===== src/stt_pkg.sv =====
// Shared types, constants and character classes for the source text tokenizer.
// Depends on nothing; every other file of the block imports it.
package stt_pkg;

    // Default sizes
    localparam int MAX_TOKEN_LEN_DEF = 128;
    localparam int COUNT_BITS_DEF    = 16;

    // Field widths
    localparam int CHAR_W  = 8;
    localparam int KIND_W  = 3;
    localparam int TOTAL_W = 16;

    // Token kinds as carried on the result channel
    localparam logic [KIND_W-1:0] KIND_NUM    = 3'd0;
    localparam logic [KIND_W-1:0] KIND_IDENT  = 3'd1;
    localparam logic [KIND_W-1:0] KIND_STR    = 3'd2;
    localparam logic [KIND_W-1:0] KIND_SYM    = 3'd3;
    localparam logic [KIND_W-1:0] KIND_DOUBLE = 3'd4;
    localparam logic [KIND_W-1:0] KIND_END    = 3'd5;

    // Characters with a role of their own
    localparam logic [CHAR_W-1:0] CHAR_NUL     = 8'd0;
    localparam logic [CHAR_W-1:0] CHAR_NEWLINE = 8'd10;
    localparam logic [CHAR_W-1:0] CHAR_SPACE   = 8'd32;
    localparam logic [CHAR_W-1:0] CHAR_DQUOTE  = 8'h22;
    localparam logic [CHAR_W-1:0] CHAR_SQUOTE  = 8'h27;
    localparam logic [CHAR_W-1:0] CHAR_EQUAL   = 8'h3D;
    localparam logic [CHAR_W-1:0] CHAR_BANG    = 8'h21;

    // One result beat
    typedef struct packed {
        logic [KIND_W-1:0]  kind;
        logic [CHAR_W-1:0]  ch;
        logic               done;
        logic               empty;
        logic               unterm;
        logic [TOTAL_W-1:0] total;
        logic               run_last;
    } token_res_t;

    function automatic logic is_digit(input logic [CHAR_W-1:0] b);
        return (b >= 8'h30) && (b <= 8'h39);
    endfunction

    function automatic logic is_alpha(input logic [CHAR_W-1:0] b);
        return ((b >= 8'h41) && (b <= 8'h5A)) || ((b >= 8'h61) && (b <= 8'h7A));
    endfunction

    // ( ) { } [ ] ; , . + - * / % & | ^ ! = < >
    function automatic logic is_symbol(input logic [CHAR_W-1:0] b);
        logic hit;
        case (b) inside
            8'h28, 8'h29, 8'h7B, 8'h7D, 8'h5B, 8'h5D, 8'h3B, 8'h2C, 8'h2E,
            8'h2B, 8'h2D, 8'h2A, 8'h2F, 8'h25, 8'h26, 8'h7C, 8'h5E, 8'h21,
            8'h3D, 8'h3C, 8'h3E: hit = 1'b1;
            default:             hit = 1'b0;
        endcase
        return hit;
    endfunction

endpackage


===== src/stt_text_if.sv =====
// Input channel of the tokenizer: one text byte per beat, valid/ready handshake.
// Depends on stt_pkg for the character width.
interface stt_text_if;
    import stt_pkg::*;

    logic              valid;
    logic              ready;
    logic [CHAR_W-1:0] text_byte;

    modport source (output valid, output text_byte, input ready);
    modport sink   (input valid, input text_byte, output ready);
endinterface


===== src/stt_token_if.sv =====
// Result channel of the tokenizer: one token character per beat, valid/ready handshake.
// Depends on stt_pkg for field widths.
interface stt_token_if;
    import stt_pkg::*;

    logic               valid;
    logic               ready;
    logic [KIND_W-1:0]  token_kind;
    logic [CHAR_W-1:0]  token_char;
    logic               token_done;
    logic               empty_string;
    logic               unterminated;
    logic [TOTAL_W-1:0] token_total;
    logic               run_last;

    modport source (output valid, output token_kind, output token_char, output token_done,
                    output empty_string, output unterminated, output token_total,
                    output run_last, input ready);
    modport sink   (input valid, input token_kind, input token_char, input token_done,
                    input empty_string, input unterminated, input token_total,
                    input run_last, output ready);
endinterface


===== src/source_text_tokenizer.sv =====
// Streaming tokenizer: classifies text bytes and emits tagged token characters.
// Depends on stt_pkg, stt_text_if and stt_token_if.
//
//   channel    dir  beat
//   text_in    in   text_byte (0 ends the text)
//   token_out  out  token_kind, token_char, token_done, empty_string,
//                   unterminated, token_total, run_last
//
// Each text byte is classified in the cycle it is accepted; its zero, one or
// two result beats land in a four-entry result queue on that same edge.
// A byte is taken whenever the queue has room for two beats, so one byte per
// cycle is sustained while results drain; a byte that makes two beats leaves
// two beats to drain. Reset clears the scanner state, tally and queue.
// A stalled result channel fills the queue past two beats and then holds text_in.ready low.
module source_text_tokenizer #(
    parameter int MAX_TOKEN_LEN = stt_pkg::MAX_TOKEN_LEN_DEF,
    parameter int COUNT_BITS    = stt_pkg::COUNT_BITS_DEF
) (
    input  logic  clk,
    input  logic  rst_n,
    stt_text_if.sink    text_in,
    stt_token_if.source token_out
);
    import stt_pkg::*;

    localparam int LEN_W      = (MAX_TOKEN_LEN > 2) ? $clog2(MAX_TOKEN_LEN) : 1;
    localparam int Q_DEPTH    = 4;
    localparam int Q_PTR_W    = $clog2(Q_DEPTH);
    localparam int Q_CNT_W    = $clog2(Q_DEPTH + 1);
    localparam logic [LEN_W-1:0]      LEN_LAST  = LEN_W'(MAX_TOKEN_LEN - 1);
    localparam logic [COUNT_BITS-1:0] TALLY_MAX = '1;

    typedef enum logic [2:0] {
        MODE_IDLE,
        MODE_NUM,
        MODE_IDENT,
        MODE_STR,
        MODE_OP
    } scan_mode_t;

    scan_mode_t             mode_reg,       mode_next;
    logic [CHAR_W-1:0]      held_char_reg,  held_char_next;
    logic                   held_valid_reg, held_valid_next;
    logic                   quote_reg,      quote_next;
    logic [LEN_W-1:0]       len_reg,        len_next;
    logic [COUNT_BITS-1:0]  tally_reg,      tally_next;

    token_res_t             q_reg [Q_DEPTH];
    logic [Q_PTR_W-1:0]     wr_ptr_reg, wr_ptr_next;
    logic [Q_PTR_W-1:0]     rd_ptr_reg, rd_ptr_next;
    logic [Q_CNT_W-1:0]     cnt_reg,    cnt_next;

    token_res_t             res [2];
    logic [1:0]             res_cnt;
    logic                   in_fire;
    logic                   out_fire;

    function automatic logic [COUNT_BITS-1:0] sat_inc(input logic [COUNT_BITS-1:0] v);
        return (v == TALLY_MAX) ? v : v + COUNT_BITS'(1);
    endfunction

    function automatic token_res_t make_res(input logic [KIND_W-1:0] kind,
                                            input logic [CHAR_W-1:0] ch,
                                            input logic done,
                                            input logic empty,
                                            input logic unterm,
                                            input logic [TOTAL_W-1:0] total);
        token_res_t r;
        r.kind     = kind;
        r.ch       = ch;
        r.done     = done;
        r.empty    = empty;
        r.unterm   = unterm;
        r.total    = total;
        r.run_last = 1'b0;
        return r;
    endfunction

    // Handshakes
    assign in_fire        = text_in.valid & text_in.ready;
    assign out_fire       = token_out.valid & token_out.ready;
    assign text_in.ready  = (cnt_reg <= Q_CNT_W'(Q_DEPTH - 2));
    assign token_out.valid = (cnt_reg != '0);

    // Classify one byte against the scanner state
    always_comb
    begin
        logic [CHAR_W-1:0] b;
        logic [CHAR_W-1:0] closer;
        logic [KIND_W-1:0] kind;
        logic [31:0]       tally_ext;
        logic              same;
        logic              do_start;

        b               = text_in.text_byte;
        mode_next       = mode_reg;
        held_char_next  = held_char_reg;
        held_valid_next = held_valid_reg;
        quote_next      = quote_reg;
        len_next        = len_reg;
        tally_next      = tally_reg;
        res[0]          = make_res(KIND_NUM, CHAR_NUL, 1'b0, 1'b0, 1'b0, '0);
        res[1]          = res[0];
        res_cnt         = 2'd0;
        do_start        = 1'b0;
        kind            = (mode_reg == MODE_NUM) ? KIND_NUM : KIND_IDENT;
        same            = (mode_reg == MODE_NUM) ? is_digit(b) : is_alpha(b);
        closer          = quote_reg ? CHAR_SQUOTE : CHAR_DQUOTE;

        case (mode_reg)
            MODE_NUM, MODE_IDENT:
            begin
                if (same)
                begin
                    // Emit the held character; split the token at the length limit
                    if (len_next == LEN_LAST)
                    begin
                        res[0]     = make_res(kind, held_char_reg, 1'b1, 1'b0, 1'b0, '0);
                        len_next   = '0;
                        tally_next = sat_inc(tally_next);
                    end
                    else
                    begin
                        res[0]   = make_res(kind, held_char_reg, 1'b0, 1'b0, 1'b0, '0);
                        len_next = len_next + LEN_W'(1);
                    end
                    res_cnt         = 2'd1;
                    held_char_next  = b;
                    held_valid_next = 1'b1;
                end
                else
                begin
                    res[0]     = make_res(kind, held_char_reg, 1'b1, 1'b0, 1'b0, '0);
                    res_cnt    = 2'd1;
                    tally_next = sat_inc(tally_next);
                    do_start   = 1'b1;
                end
            end
            MODE_STR:
            begin
                if (b == closer)
                begin
                    // Close the string, or report it empty
                    if (held_valid_reg)
                        res[0] = make_res(KIND_STR, held_char_reg, 1'b1, 1'b0, 1'b0, '0);
                    else
                        res[0] = make_res(KIND_STR, CHAR_NUL, 1'b1, 1'b1, 1'b0, '0);
                    res_cnt         = 2'd1;
                    tally_next      = sat_inc(tally_next);
                    mode_next       = MODE_IDLE;
                    held_valid_next = 1'b0;
                    len_next        = '0;
                end
                else if (b == CHAR_NUL)
                begin
                    // Text ended inside the string
                    res[0]     = make_res(KIND_STR, held_valid_reg ? held_char_reg : CHAR_NUL,
                                          1'b1, 1'b0, 1'b1, '0);
                    res_cnt    = 2'd1;
                    tally_next = sat_inc(tally_next);
                    do_start   = 1'b1;
                end
                else
                begin
                    if (held_valid_reg)
                    begin
                        if (len_next == LEN_LAST)
                        begin
                            res[0]     = make_res(KIND_STR, held_char_reg, 1'b1, 1'b0, 1'b0, '0);
                            len_next   = '0;
                            tally_next = sat_inc(tally_next);
                        end
                        else
                        begin
                            res[0]   = make_res(KIND_STR, held_char_reg, 1'b0, 1'b0, 1'b0, '0);
                            len_next = len_next + LEN_W'(1);
                        end
                        res_cnt = 2'd1;
                    end
                    held_char_next  = b;
                    held_valid_next = 1'b1;
                end
            end
            MODE_OP:
            begin
                if (b == CHAR_EQUAL)
                begin
                    res[0]          = make_res(KIND_DOUBLE, held_char_reg, 1'b0, 1'b0, 1'b0, '0);
                    res[1]          = make_res(KIND_DOUBLE, b, 1'b1, 1'b0, 1'b0, '0);
                    res_cnt         = 2'd2;
                    tally_next      = sat_inc(tally_next);
                    mode_next       = MODE_IDLE;
                    held_valid_next = 1'b0;
                    len_next        = '0;
                end
                else
                begin
                    // Lone = or ! goes out as a symbol
                    res[0]     = make_res(KIND_SYM, held_char_reg, 1'b1, 1'b0, 1'b0, '0);
                    res_cnt    = 2'd1;
                    tally_next = sat_inc(tally_next);
                    do_start   = 1'b1;
                end
            end
            default:
            begin
                do_start = 1'b1;
            end
        endcase

        // Handle the byte as the start of a new token
        tally_ext = 32'(tally_next);
        if (do_start)
        begin
            mode_next       = MODE_IDLE;
            held_valid_next = 1'b0;
            len_next        = '0;
            if (b == CHAR_NUL)
            begin
                res[res_cnt[0]] = make_res(KIND_END, CHAR_NUL, 1'b0, 1'b0, 1'b0,
                                           (tally_ext > 32'hFFFF) ? 16'hFFFF
                                                                   : tally_ext[TOTAL_W-1:0]);
                res_cnt    = res_cnt + 2'd1;
                tally_next = '0;
            end
            else if ((b == CHAR_SPACE) || (b == CHAR_NEWLINE))
            begin
                mode_next = MODE_IDLE;
            end
            else if (is_digit(b))
            begin
                mode_next       = MODE_NUM;
                held_char_next  = b;
                held_valid_next = 1'b1;
            end
            else if (is_alpha(b))
            begin
                mode_next       = MODE_IDENT;
                held_char_next  = b;
                held_valid_next = 1'b1;
            end
            else if ((b == CHAR_DQUOTE) || (b == CHAR_SQUOTE))
            begin
                mode_next  = MODE_STR;
                quote_next = (b == CHAR_SQUOTE);
            end
            else if ((b == CHAR_EQUAL) || (b == CHAR_BANG))
            begin
                mode_next       = MODE_OP;
                held_char_next  = b;
                held_valid_next = 1'b1;
            end
            else if (is_symbol(b))
            begin
                res[res_cnt[0]] = make_res(KIND_SYM, b, 1'b1, 1'b0, 1'b0, '0);
                res_cnt         = res_cnt + 2'd1;
                tally_next      = sat_inc(tally_next);
            end
        end

        // Mark the last beat of this byte
        if (res_cnt == 2'd1)
            res[0].run_last = 1'b1;
        else if (res_cnt == 2'd2)
            res[1].run_last = 1'b1;
    end

    // Queue pointers and fill level
    always_comb
    begin
        logic [1:0] push;
        push        = in_fire ? res_cnt : 2'd0;
        wr_ptr_next = wr_ptr_reg + Q_PTR_W'(push);
        rd_ptr_next = rd_ptr_reg + Q_PTR_W'(out_fire);
        cnt_next    = cnt_reg + Q_CNT_W'(push) - Q_CNT_W'(out_fire);
    end

    // Hold scanner state and queue control
    always_ff @(posedge clk or negedge rst_n)
    begin
        if (!rst_n)
        begin
            mode_reg       <= MODE_IDLE;
            held_char_reg  <= '0;
            held_valid_reg <= 1'b0;
            quote_reg      <= 1'b0;
            len_reg        <= '0;
            tally_reg      <= '0;
            wr_ptr_reg     <= '0;
            rd_ptr_reg     <= '0;
            cnt_reg        <= '0;
        end
        else
        begin
            if (in_fire)
            begin
                mode_reg       <= mode_next;
                held_char_reg  <= held_char_next;
                held_valid_reg <= held_valid_next;
                quote_reg      <= quote_next;
                len_reg        <= len_next;
                tally_reg      <= tally_next;
            end
            wr_ptr_reg <= wr_ptr_next;
            rd_ptr_reg <= rd_ptr_next;
            cnt_reg    <= cnt_next;
        end
    end

    // Write result beats into the queue
    always_ff @(posedge clk)
    begin
        if (in_fire && (res_cnt != 2'd0))
            q_reg[wr_ptr_reg] <= res[0];
        if (in_fire && (res_cnt == 2'd2))
            q_reg[wr_ptr_reg + Q_PTR_W'(1)] <= res[1];
    end

    // Drive the head beat
    assign token_out.token_kind   = q_reg[rd_ptr_reg].kind;
    assign token_out.token_char   = q_reg[rd_ptr_reg].ch;
    assign token_out.token_done   = q_reg[rd_ptr_reg].done;
    assign token_out.empty_string = q_reg[rd_ptr_reg].empty;
    assign token_out.unterminated = q_reg[rd_ptr_reg].unterm;
    assign token_out.token_total  = q_reg[rd_ptr_reg].total;
    assign token_out.run_last     = q_reg[rd_ptr_reg].run_last;

endmodule


===== src/flat_wrapper.sv =====
// flat-port wrapper written by rule: the top's interface ports become plain ports
module source_text_tokenizer_flat import stt_pkg::*;
#(
    parameter int MAX_TOKEN_LEN = stt_pkg::MAX_TOKEN_LEN_DEF,
    parameter int COUNT_BITS    = stt_pkg::COUNT_BITS_DEF
)
  (clk, rst_n, text_in_valid, text_in_text_byte, text_in_ready, token_out_valid, token_out_token_kind, token_out_token_char, token_out_token_done, token_out_empty_string, token_out_unterminated, token_out_token_total, token_out_run_last, token_out_ready);
  stt_text_if text_in_i ();
  stt_token_if token_out_i ();
  input  logic clk;
  input  logic rst_n;
  input wire logic [$bits(text_in_i.valid)-1:0] text_in_valid;
  input wire logic [$bits(text_in_i.text_byte)-1:0] text_in_text_byte;
  output wire logic [$bits(text_in_i.ready)-1:0] text_in_ready;
  output wire logic [$bits(token_out_i.valid)-1:0] token_out_valid;
  output wire logic [$bits(token_out_i.token_kind)-1:0] token_out_token_kind;
  output wire logic [$bits(token_out_i.token_char)-1:0] token_out_token_char;
  output wire logic [$bits(token_out_i.token_done)-1:0] token_out_token_done;
  output wire logic [$bits(token_out_i.empty_string)-1:0] token_out_empty_string;
  output wire logic [$bits(token_out_i.unterminated)-1:0] token_out_unterminated;
  output wire logic [$bits(token_out_i.token_total)-1:0] token_out_token_total;
  output wire logic [$bits(token_out_i.run_last)-1:0] token_out_run_last;
  input wire logic [$bits(token_out_i.ready)-1:0] token_out_ready;
  assign text_in_i.valid = text_in_valid;
  assign text_in_i.text_byte = text_in_text_byte;
  assign text_in_ready = text_in_i.ready;
  assign token_out_valid = token_out_i.valid;
  assign token_out_token_kind = token_out_i.token_kind;
  assign token_out_token_char = token_out_i.token_char;
  assign token_out_token_done = token_out_i.token_done;
  assign token_out_empty_string = token_out_i.empty_string;
  assign token_out_unterminated = token_out_i.unterminated;
  assign token_out_token_total = token_out_i.token_total;
  assign token_out_run_last = token_out_i.run_last;
  assign token_out_i.ready = token_out_ready;
  source_text_tokenizer #(.MAX_TOKEN_LEN(MAX_TOKEN_LEN), .COUNT_BITS(COUNT_BITS)) u_core (.clk(clk), .rst_n(rst_n), .text_in(text_in_i), .token_out(token_out_i));
endmodule

===== config.mk =====
export PLATFORM = sky130hd
export DESIGN_NAME = source_text_tokenizer_flat
export DESIGN_NICKNAME = d
export VERILOG_FILES = /design/src/stt_pkg.sv /design/src/stt_text_if.sv /design/src/stt_token_if.sv /design/src/source_text_tokenizer.sv /design/src/flat_wrapper.sv
export SDC_FILE = /design/constraint.sdc
export NUM_CORES = 1
export LEC_CHECK = 0
export BUFFER_PORTS_ARGS = -buffer_cell sky130_fd_sc_hd__buf_2
export CAP_MARGIN = 25
export CELL_PAD_IN_SITES_DETAIL_PLACEMENT = 0
export CELL_PAD_IN_SITES_GLOBAL_PLACEMENT = 1
export CORE_ASPECT_RATIO = 1.1
export CORE_MARGIN = 1
export CORE_UTILIZATION = 40
export DETAILED_ROUTE_END_ITERATION = 8
export GPL_TIMING_DRIVEN = 1
export PLACE_DENSITY_LB_ADDON = 0.1
export SLEW_MARGIN = 25
export SYNTH_ARGS = -nofsm -noshare
export SYNTH_HDL_FRONTEND = slang
export SYNTH_SLANG_ARGS = --single-unit

===== constraint.sdc =====
create_clock -name clk -period 8.7 [get_ports clk]
set_input_delay 1.74 -clock clk [delete_from_list [all_inputs] [get_ports clk]]
set_output_delay 1.74 -clock clk [all_outputs]
set_load 0.02 [all_outputs]

==> results of run 1 <==
[per-stage QoR]
stage | total power [mW] | hold WS [ps] | util [%]
4_1_cts | 2.907 | 509.1 | 45.82
2_1_floorplan | 1.830 | 460.4 | -
3_5_place_dp | 2.162 | 497.0 | 43.29
5_1_grt | 3.039 | 533.8 | 45.82
6_report | 2.883 | 502.2 | 45.82
3_3_place_gp | 2.149 | 485.0 | 43.29
[worst paths after layout]
| check | start | to | cells past startpoint |
|---|---|---|---|
| min in group asynchronous | rst_n | u_core.tally_reg[0] | 2 |
| max in group asynchronous | rst_n | u_core.rd_ptr_reg[0] | 2 |
| hold / removal | u_core.cnt_reg[2] | u_core.cnt_reg[2] | 1 |
| setup reg to reg | u_core.len_reg[0] | u_core.tally_reg[5] | 15 |
| hold reg to reg | u_core.cnt_reg[2] | u_core.cnt_reg[2] | 1 |
| setup / recovery | text_in_text_byte[3] | u_core.tally_reg[5] | 15 |
[report_power, final]
part           total [mW]  switching, mW  internal, mW
Clock               0.742          0.357         0.385
Combinational        1.06          0.653         0.403
Sequential           1.09          0.101         0.985
Total                2.88           1.11          1.77
[layout by cell type, fill, tap and decap left out, types with 6 or more instances in the layout]
cell type	netlist	routed
sky130_fd_sc_hd__clkbuf_16	0	17
sky130_fd_sc_hd__ha_1	13	13
sky130_fd_sc_hd__inv_1	20	20
sky130_fd_sc_hd__nor2_1	134	134
sky130_fd_sc_hd__nor3_1	29	25
sky130_fd_sc_hd__o21ai_0	30	29
sky130_fd_sc_hd__mux2_2	9	9
sky130_fd_sc_hd__and2_1	8	8
sky130_fd_sc_hd__nand2_1	76	76
sky130_fd_sc_hd__dfrtp_1	43	42
sky130_fd_sc_hd__o22ai_1	8	8
sky130_fd_sc_hd__a31oi_1	8	8
sky130_fd_sc_hd__nand4_1	7	7
sky130_fd_sc_hd__or4_1	8	8
sky130_fd_sc_hd__or3_1	9	9
sky130_fd_sc_hd__buf_4	0	20
sky130_fd_sc_hd__buf_2	7	44
sky130_fd_sc_hd__nand2b_1	8	8
sky130_fd_sc_hd__xnor2_1	24	24
sky130_fd_sc_hd__o221ai_1	20	20
sky130_fd_sc_hd__o31ai_1	14	13
sky130_fd_sc_hd__and3_1	12	12
sky130_fd_sc_hd__nand3_1	14	14
sky130_fd_sc_hd__nor2b_1	8	8
sky130_fd_sc_hd__mux4_2	31	31
sky130_fd_sc_hd__nor3_2	2	6
sky130_fd_sc_hd__a21oi_1	37	37
sky130_fd_sc_hd__edfxtp_1	124	124
[final cells by class]
| class | count | area, um^2 | area share [%] |
|---|---|---|---|
| flip-flops and latches | 167 | 4801 | 45.84 |
| multi-input cells | 615 | 4274 | 40.81 |
| well taps | 300 | 375.4 | 3.584 |
| inverters | 20 | 75.07 | 0.7168 |
| clock buffers | 18 | 429.2 | 4.097 |
| repair buffers | 64 | 370.4 | 3.536 |
| clock inverters | 14 | 148.9 | 1.422 |
[kinds of logic (layout without fill, tap and decap cells)]
group / after synthesis / after routing / synth area share, %
AND/OR/NAND/NOR: 346 / 346 / 17.78
AO/OA/AOI/OAI: 182 / 182 / 13.91
flip-flops: 167 / 167 / 51.46
buffers and inverters: 73 / 116 / 3.112
multiplexers: 45 / 45 / 9.149
XOR/XNOR: 28 / 28 / 2.629
adder cells (fa/ha/maj): 14 / 14 / 1.959
[per-layer routing]
layer  wire length, um  vias to the layer above
li1                  -                     3314
met1             12070                     3565
met2             12190                      191
met3              1100                       24
met4               280                        0
met5                 0                        -
[worst max-delay path, cell delays in order]
cell and delay (ps):
sky130_fd_sc_hd__buf_2 200, sky130_fd_sc_hd__nor4_1 640, sky130_fd_sc_hd__nand2_1 470, sky130_fd_sc_hd__o2111ai_2 260, sky130_fd_sc_hd__o211ai_4 270, sky130_fd_sc_hd__nor2_1 680
sky130_fd_sc_hd__mux2i_1 290, sky130_fd_sc_hd__inv_1 140, sky130_fd_sc_hd__ha_1 240, sky130_fd_sc_hd__o2111ai_1 150, sky130_fd_sc_hd__a222oi_1 600, sky130_fd_sc_hd__nand3_2 410
sky130_fd_sc_hd__o21ai_2 380, sky130_fd_sc_hd__o21ai_0 120, sky130_fd_sc_hd__a32o_1 290
==> out/summary.md, run 1 <==
For the number of global-route vias before repair, the log shows 7087. The number of gates resized after CTS was 0. The time the worst path needs with I/O delays and setup works out to 6603 ps. The worst supply voltage drop on vdd was 0.1847 mV; the number of sinks on the clock net was 167. The leakage power of the design is 3.680 nW, and the data arrival time of the worst path is 6910 ps. STA classifies the critical path endpoint as a register. The number of antenna violations at the first check in global routing was 0. The core region is 22860 um^2. The total power per unit cell area was 275.3 nW/um^2; the mean instance size in the synthesized netlist was 10.91 um^2. Clock-pin slew was measured on the worst setup and hold paths at 80 ps. After clock tree synthesis, the flow added hold-fix buffers numbering 0. The logs give 911 for the final net count and 3.736% for the met3 usage in global routing.

The vias per cell works out to 5.922. The worst path uses 75.89% of the clock period. The logs give 0 ps for the accumulated negative setup slack and 430 ps for the clock network latency to the later pin of the worst-skew pair.

The count of warnings emitted by yosys is 0. The most used flip-flop cell after synthesis is sky130_fd_sc_hd__edfxtp_1. The post-route netlist has 17.59% of its cells at a drive strength greater than 1.

Total global-route track usage: 22.09%. The initial utilization of the core area, before any placement, comes to 40.80%. The post-route antenna net violation count was 0. The post-placement cell area came out at 9896 um^2. Across all register-to-register paths, the minimum setup slack is 3160 ps. The global-route layer with the greatest usage was met2. The synthesized design contains 124 enable-type register cells. The relative slew slack was 44.97%.

Setup repair after global routing left no endpoint under its margin. Global routing consumed, on the met1 layer, 30.39% of the routing resources. The post-place setup slack came out at 1764 ps. The classification of the worst-slack hold path was register to register. The clock passes through at most 2 buffers.

The count of state elements after synthesis works out to 167. The flow ran to the end, and the final reports show no timing, DRC or antenna violations. After the first detailed-routing iteration, the DRC count stood at 572. After routing the design area is 10470 um^2.

The final HPWL from detailed placement was 17.58 mm; the count of pins on the block boundary was 45. The clock tree root buffer cell was sky130_fd_sc_hd__clkbuf_16. The tool flagged a number of max-cap violations equal to 0.

The critical path is of the primary input to register type. The tools report the number of core rows as 58. The number of nets in the synthesized netlist is 881.

The final setup skew was 16.67 ps. The total overflow left after global routing is 0. Derived from the worst setup path, the maximum achievable clock frequency is 151.5 MHz. The number of port buffers was 44; the slew at the pin with the worst max-slew slack was 822.9 ps.

The cell count after placement is 1166, and the total wire length after detailed routing is 25.64 mm. In this run the worst path has a maximum fanout of 19. For the number of hold-slack violations in the final timing report, the log shows 0.

For this run, global-route usage on met2 was measured as 36.06%. The run gives 0 as the number of max-slew violations in the final report. The commonest cells after synthesis are 134 x sky130_fd_sc_hd__nor2_1, 124 x sky130_fd_sc_hd__edfxtp_1, 76 x sky130_fd_sc_hd__nand2_1.

The tools report the first-pass GRT wire length as 39.99 mm. The data required time at the worst endpoint came out at 9010 ps. The number of diodes added for antenna fixing was 0; the die extent in y was 162.2 um. Number of buffers added for setup after CTS: 0. TritonCTS built the clock tree. Number of endpoints failing setup at the final stage: 0. For this run, the register share of the synthesized area comes to 51.46%. In the synthesized netlist, the number of instances is 855. Entering global routing, the biggest net connects 44 pins.

Relative to the synthesized area, the layout overhead comes to 12.30%. Counting flops with an async set or reset pin after synthesis yields a share of 25.75%. The sort of element at the start of the critical path is a primary input.

The netlist uses 79 different library cells. The area of the die came out at 23930 um^2. The via count of the routed design was 7094; the detailed-routing iteration count for the pre-antenna-repair pass was 5.

The mapped netlist covers 9326 um^2. By instance count, the leading cell after synthesis is sky130_fd_sc_hd__nor2_1. The H-tree generated during clock tree synthesis spans 4 levels.

After layout, the worst setup slack is 2097 ps. The number of flip-flops under the largest register name works out to 124. In this run, CTS created clock tree buffers numbering 17.

Number of remaining DRC errors: 0. Measured along the x axis, the die boundary spans 147.6 um. The dominant cell type by area after synthesis is sky130_fd_sc_hd__edfxtp_1. Fill cells in the final layout number 2152.

The synthesized design devotes to its leading area cell type 39.92% of total area. The post-layout instance count excluding filler cells came out at 1198. Routability-driven placement finished with a final weighted congestion of 0.8483. Ranked by total cell area, the synthesized netlist is headed by sky130_fd_sc_hd__edfxtp_1 40%, sky130_fd_sc_hd__dfrtp_1 12%, sky130_fd_sc_hd__mux4_2 7.5%. In the final routed layout, each cell accounts on average for 21.40 um.
No activity file was read; power rests on OpenSTA's default activity.
==> inputs of run 2 (changes only) <==
Clock period 8.7 ns to 6.2 ns, I/O delays scaled along.
==> run 2 against run 1 <==
  * Clock skew is 5.2 ps lower
  * Count of clock-buffer cells in the layout unchanged
  * Global-route usage is 0.75 points higher
  * Sequential share of layout area is 0.29 points lower
  * Core utilization grew 0.30 points
  * Design area up 0.65%
  * First-iteration DRC count is 3.0% higher
  * Critical path type unchanged
  * Largest power group unchanged
==> out/summary.md, run 2 (synthesis gave the netlist of run 1 again) <==
The flow ran to the end, and the final reports show no timing, DRC or antenna violations. The logs give 17.69 mm for the final HPWL from detailed placement and 22860 um^2 for the core box area. The logs give 0 for the final global-route overflow total and 3.876% for the met3 usage in global routing.

The worst setup path is captured at a register. The area of the die is 23930 um^2. The number of port buffers was 44; the time the worst path needs with I/O delays and setup was 5134 ps. The total global-route track usage came out at 22.84%. The final cell utilization of the core came out at 46.11%.

The post-route standard cell area excluding fillers is 10540 um^2. The tool flagged a number of max-cap violations equal to 0. The tree built by TritonCTS fans out to 167 sinks. The quantity of hold-fixing buffers added after cts is 0. Of the cells placed in the final design, the portion with a size suffix greater than 1 is 18.23%.

The startpoint of the lowest-slack register-to-register path was u_core.tally_reg[0]. In this run the most critical hold path is launched from u_core.cnt_reg[2]. Setup repair after global routing left no endpoint under its margin. The number of flip-flops under the largest register name is 124, and the vias per cell is 5.980.

The maximum achievable frequency came out at 194.8 MHz. The width of the die was 147.6 um. Of the total power, combinational logic draws 36.9%.

For the number of endpoints failing setup at the final stage, the log shows 0. The most common library cell in the layout ignoring fill and taps is sky130_fd_sc_hd__nor2_1. The logs give 25.75 mm for the total wire length after detailed routing and 58 for the number of core rows.

The data arrival time of the worst path is 5460 ps, and the final setup skew is 11.51 ps. In this run the clock root is driven by a sky130_fd_sc_hd__clkbuf_16. Dividing the detail-routed wire length by the instance count gives 21.37 um. Number of diodes added for antenna fixing: 0. The logs give 0 for the number of antenna violations at the first check in global routing and 0 for the post-cts resize count. The final critical path takes up 82.81% of the cycle. In this run the power density over the cells is 386.9 nW/um^2.

Global routing consumed, on the met1 layer, 31.58% of the routing resources. The detail route stage leaves a number of antenna-violating nets equal to 0. Before antenna repair, the detailed router went through 5 iterations. Adding up every negative setup slack in the final design gives 0 ps.

The first global-routing pass estimated 41.14 mm of wire. The number of clock buffers added by TritonCTS is 17. Of all nets on the critical path, the largest fanout is 18.

Per report_power, the sequential group accounts for 37.4% of the total. The worst setup path is launched from a primary input. The number of global-route vias before repair was 7187; the die extent in y was 162.2 um. The post-placement cell area is 9961 um^2. After clock tree synthesis, the clock-pin slew on the worst setup and hold paths is 80 ps. For this design the total switching power over the nets is 1.575 mW.

The count of routing violations after the opening detailed-route iteration was 589. Leaving out fill and tap cells, the most frequent cells in the layout are 134 x sky130_fd_sc_hd__nor2_1, 124 x sky130_fd_sc_hd__edfxtp_1, 76 x sky130_fd_sc_hd__nand2_1. Cell internal power was estimated by the tool at 2.504 mW. The relative slew slack came out at 36.43%. The H-tree depth reported by CTS was 4. The via count of the routed design was 7206; the global-route track usage on met2 was 36.58%. The layout overhead on the synthesized area was 13.03%. The tools report the number of hold-slack violations in the final timing report as 0. The logs give 0.8502 for the global placement routability congestion and 4.079 mW for the total power. The critical path is of the primary input to register type. For the number of buffers added for setup after CTS, the log shows 0. The global-route layer with the greatest usage is met2. The worst supply voltage drop on vdd is 0.3128 mV. In this run switching power makes up 38.61% of total power. At the pin with the least slew margin, the transition time is 953.4 ps. The run gives 6530 ps as the data required time at the worst endpoint. TritonCTS built the clock tree. The logs give 440 ps for the clock network latency to the later pin of the worst-skew pair and 25.7% for the part of the total power dissipated in the clock network. The tools report the maximum clock path buffer count as 2. The final-layout worst hold slack was 506.5 ps; the leakage power of the design was 3.718 nW. The count of pins on the block boundary is 45. The number of remaining DRC errors came out at 0.

For this configuration, the core starts out at a cell density of 40.80%. Entering global routing, the biggest net connects 44 pins. The most critical setup path has its startpoint at text_in_text_byte[3]. The number of max-slew violations in the final report came out at 0. In this run the worst hold path is classified as register to register.

The final net count is 918.
run 2: cell count changes in the layout (fill, tap and decap cells not counted), sizes merged:
cell and change:
buf +7, clkinv +1, inv -1
run 2: layout make-up:
cell class	count	area, um^2
Multi-Input combinational cell	615	4274
Sequential cell	167	4801
Fill cell	2120	12320
Timing Repair Buffer	71	435.4
Tap cell	300	375.4
Inverter	20	75.07
Clock buffer	18	429.2
Clock inverter	14	151.4
run 2: final timing paths:
kind | slack (ps) | end | cells past startpoint
max | 1070 | u_core.tally_reg[5] | 16
min | 510 | u_core.cnt_reg[2] | 1
max reg2reg | 1130 | u_core.tally_reg[5] | 15
min reg2reg | 510 | u_core.cnt_reg[2] | 1
max in group asynchronous | 4860 | u_core.rd_ptr_reg[0] | 2
min in group asynchronous | 900 | u_core.tally_reg[8] | 2
run 2: routing by layer:
metal  routed length, um  part of all wire [%]
met1               11940                    46
met4                 380                   1.5
met2               12250                    48
met5                   0                     0
met3                1185                   4.6
run 2: per-stage QoR:
step                      std cells  setup slack (ps)
after detailed placement       1173             629.6
final                          1205              1066
after global placement         1173             699.9
after global routing           1205             718.2
after CTS                      1205              1085
after floorplan                 855             55.89
run 2: power groups by stage:
| stage | Clock [mW] | Combinational, mW | Sequential (mW) |
|---|---|---|---|
| 3_5_place_dp | 0 | 1.51 | 1.55 |
| 6_report | 1.05 | 1.50 | 1.53 |
| 5_1_grt | 1.11 | 1.64 | 1.55 |
| 4_1_cts | 1.07 | 1.52 | 1.53 |
| 3_3_place_gp | 0 | 1.50 | 1.54 |
| 2_1_floorplan | 0 | 1.11 | 1.46 |
run 2: worst max-delay path, stage by stage:
cell                        delay [ps]
sky130_fd_sc_hd__buf_2             200
sky130_fd_sc_hd__or4_1             550
sky130_fd_sc_hd__a211o_1           360
sky130_fd_sc_hd__o2111ai_2         200
sky130_fd_sc_hd__o211ai_4          130
sky130_fd_sc_hd__nor2_1            250
sky130_fd_sc_hd__mux2i_1           120
sky130_fd_sc_hd__buf_4             170
sky130_fd_sc_hd__inv_1              70
sky130_fd_sc_hd__ha_1              220
sky130_fd_sc_hd__o2111ai_1         160
sky130_fd_sc_hd__a222oi_1          610
sky130_fd_sc_hd__nand3_2           380
sky130_fd_sc_hd__o21ai_2           380
sky130_fd_sc_hd__o21ai_0           130
sky130_fd_sc_hd__a32o_1            290
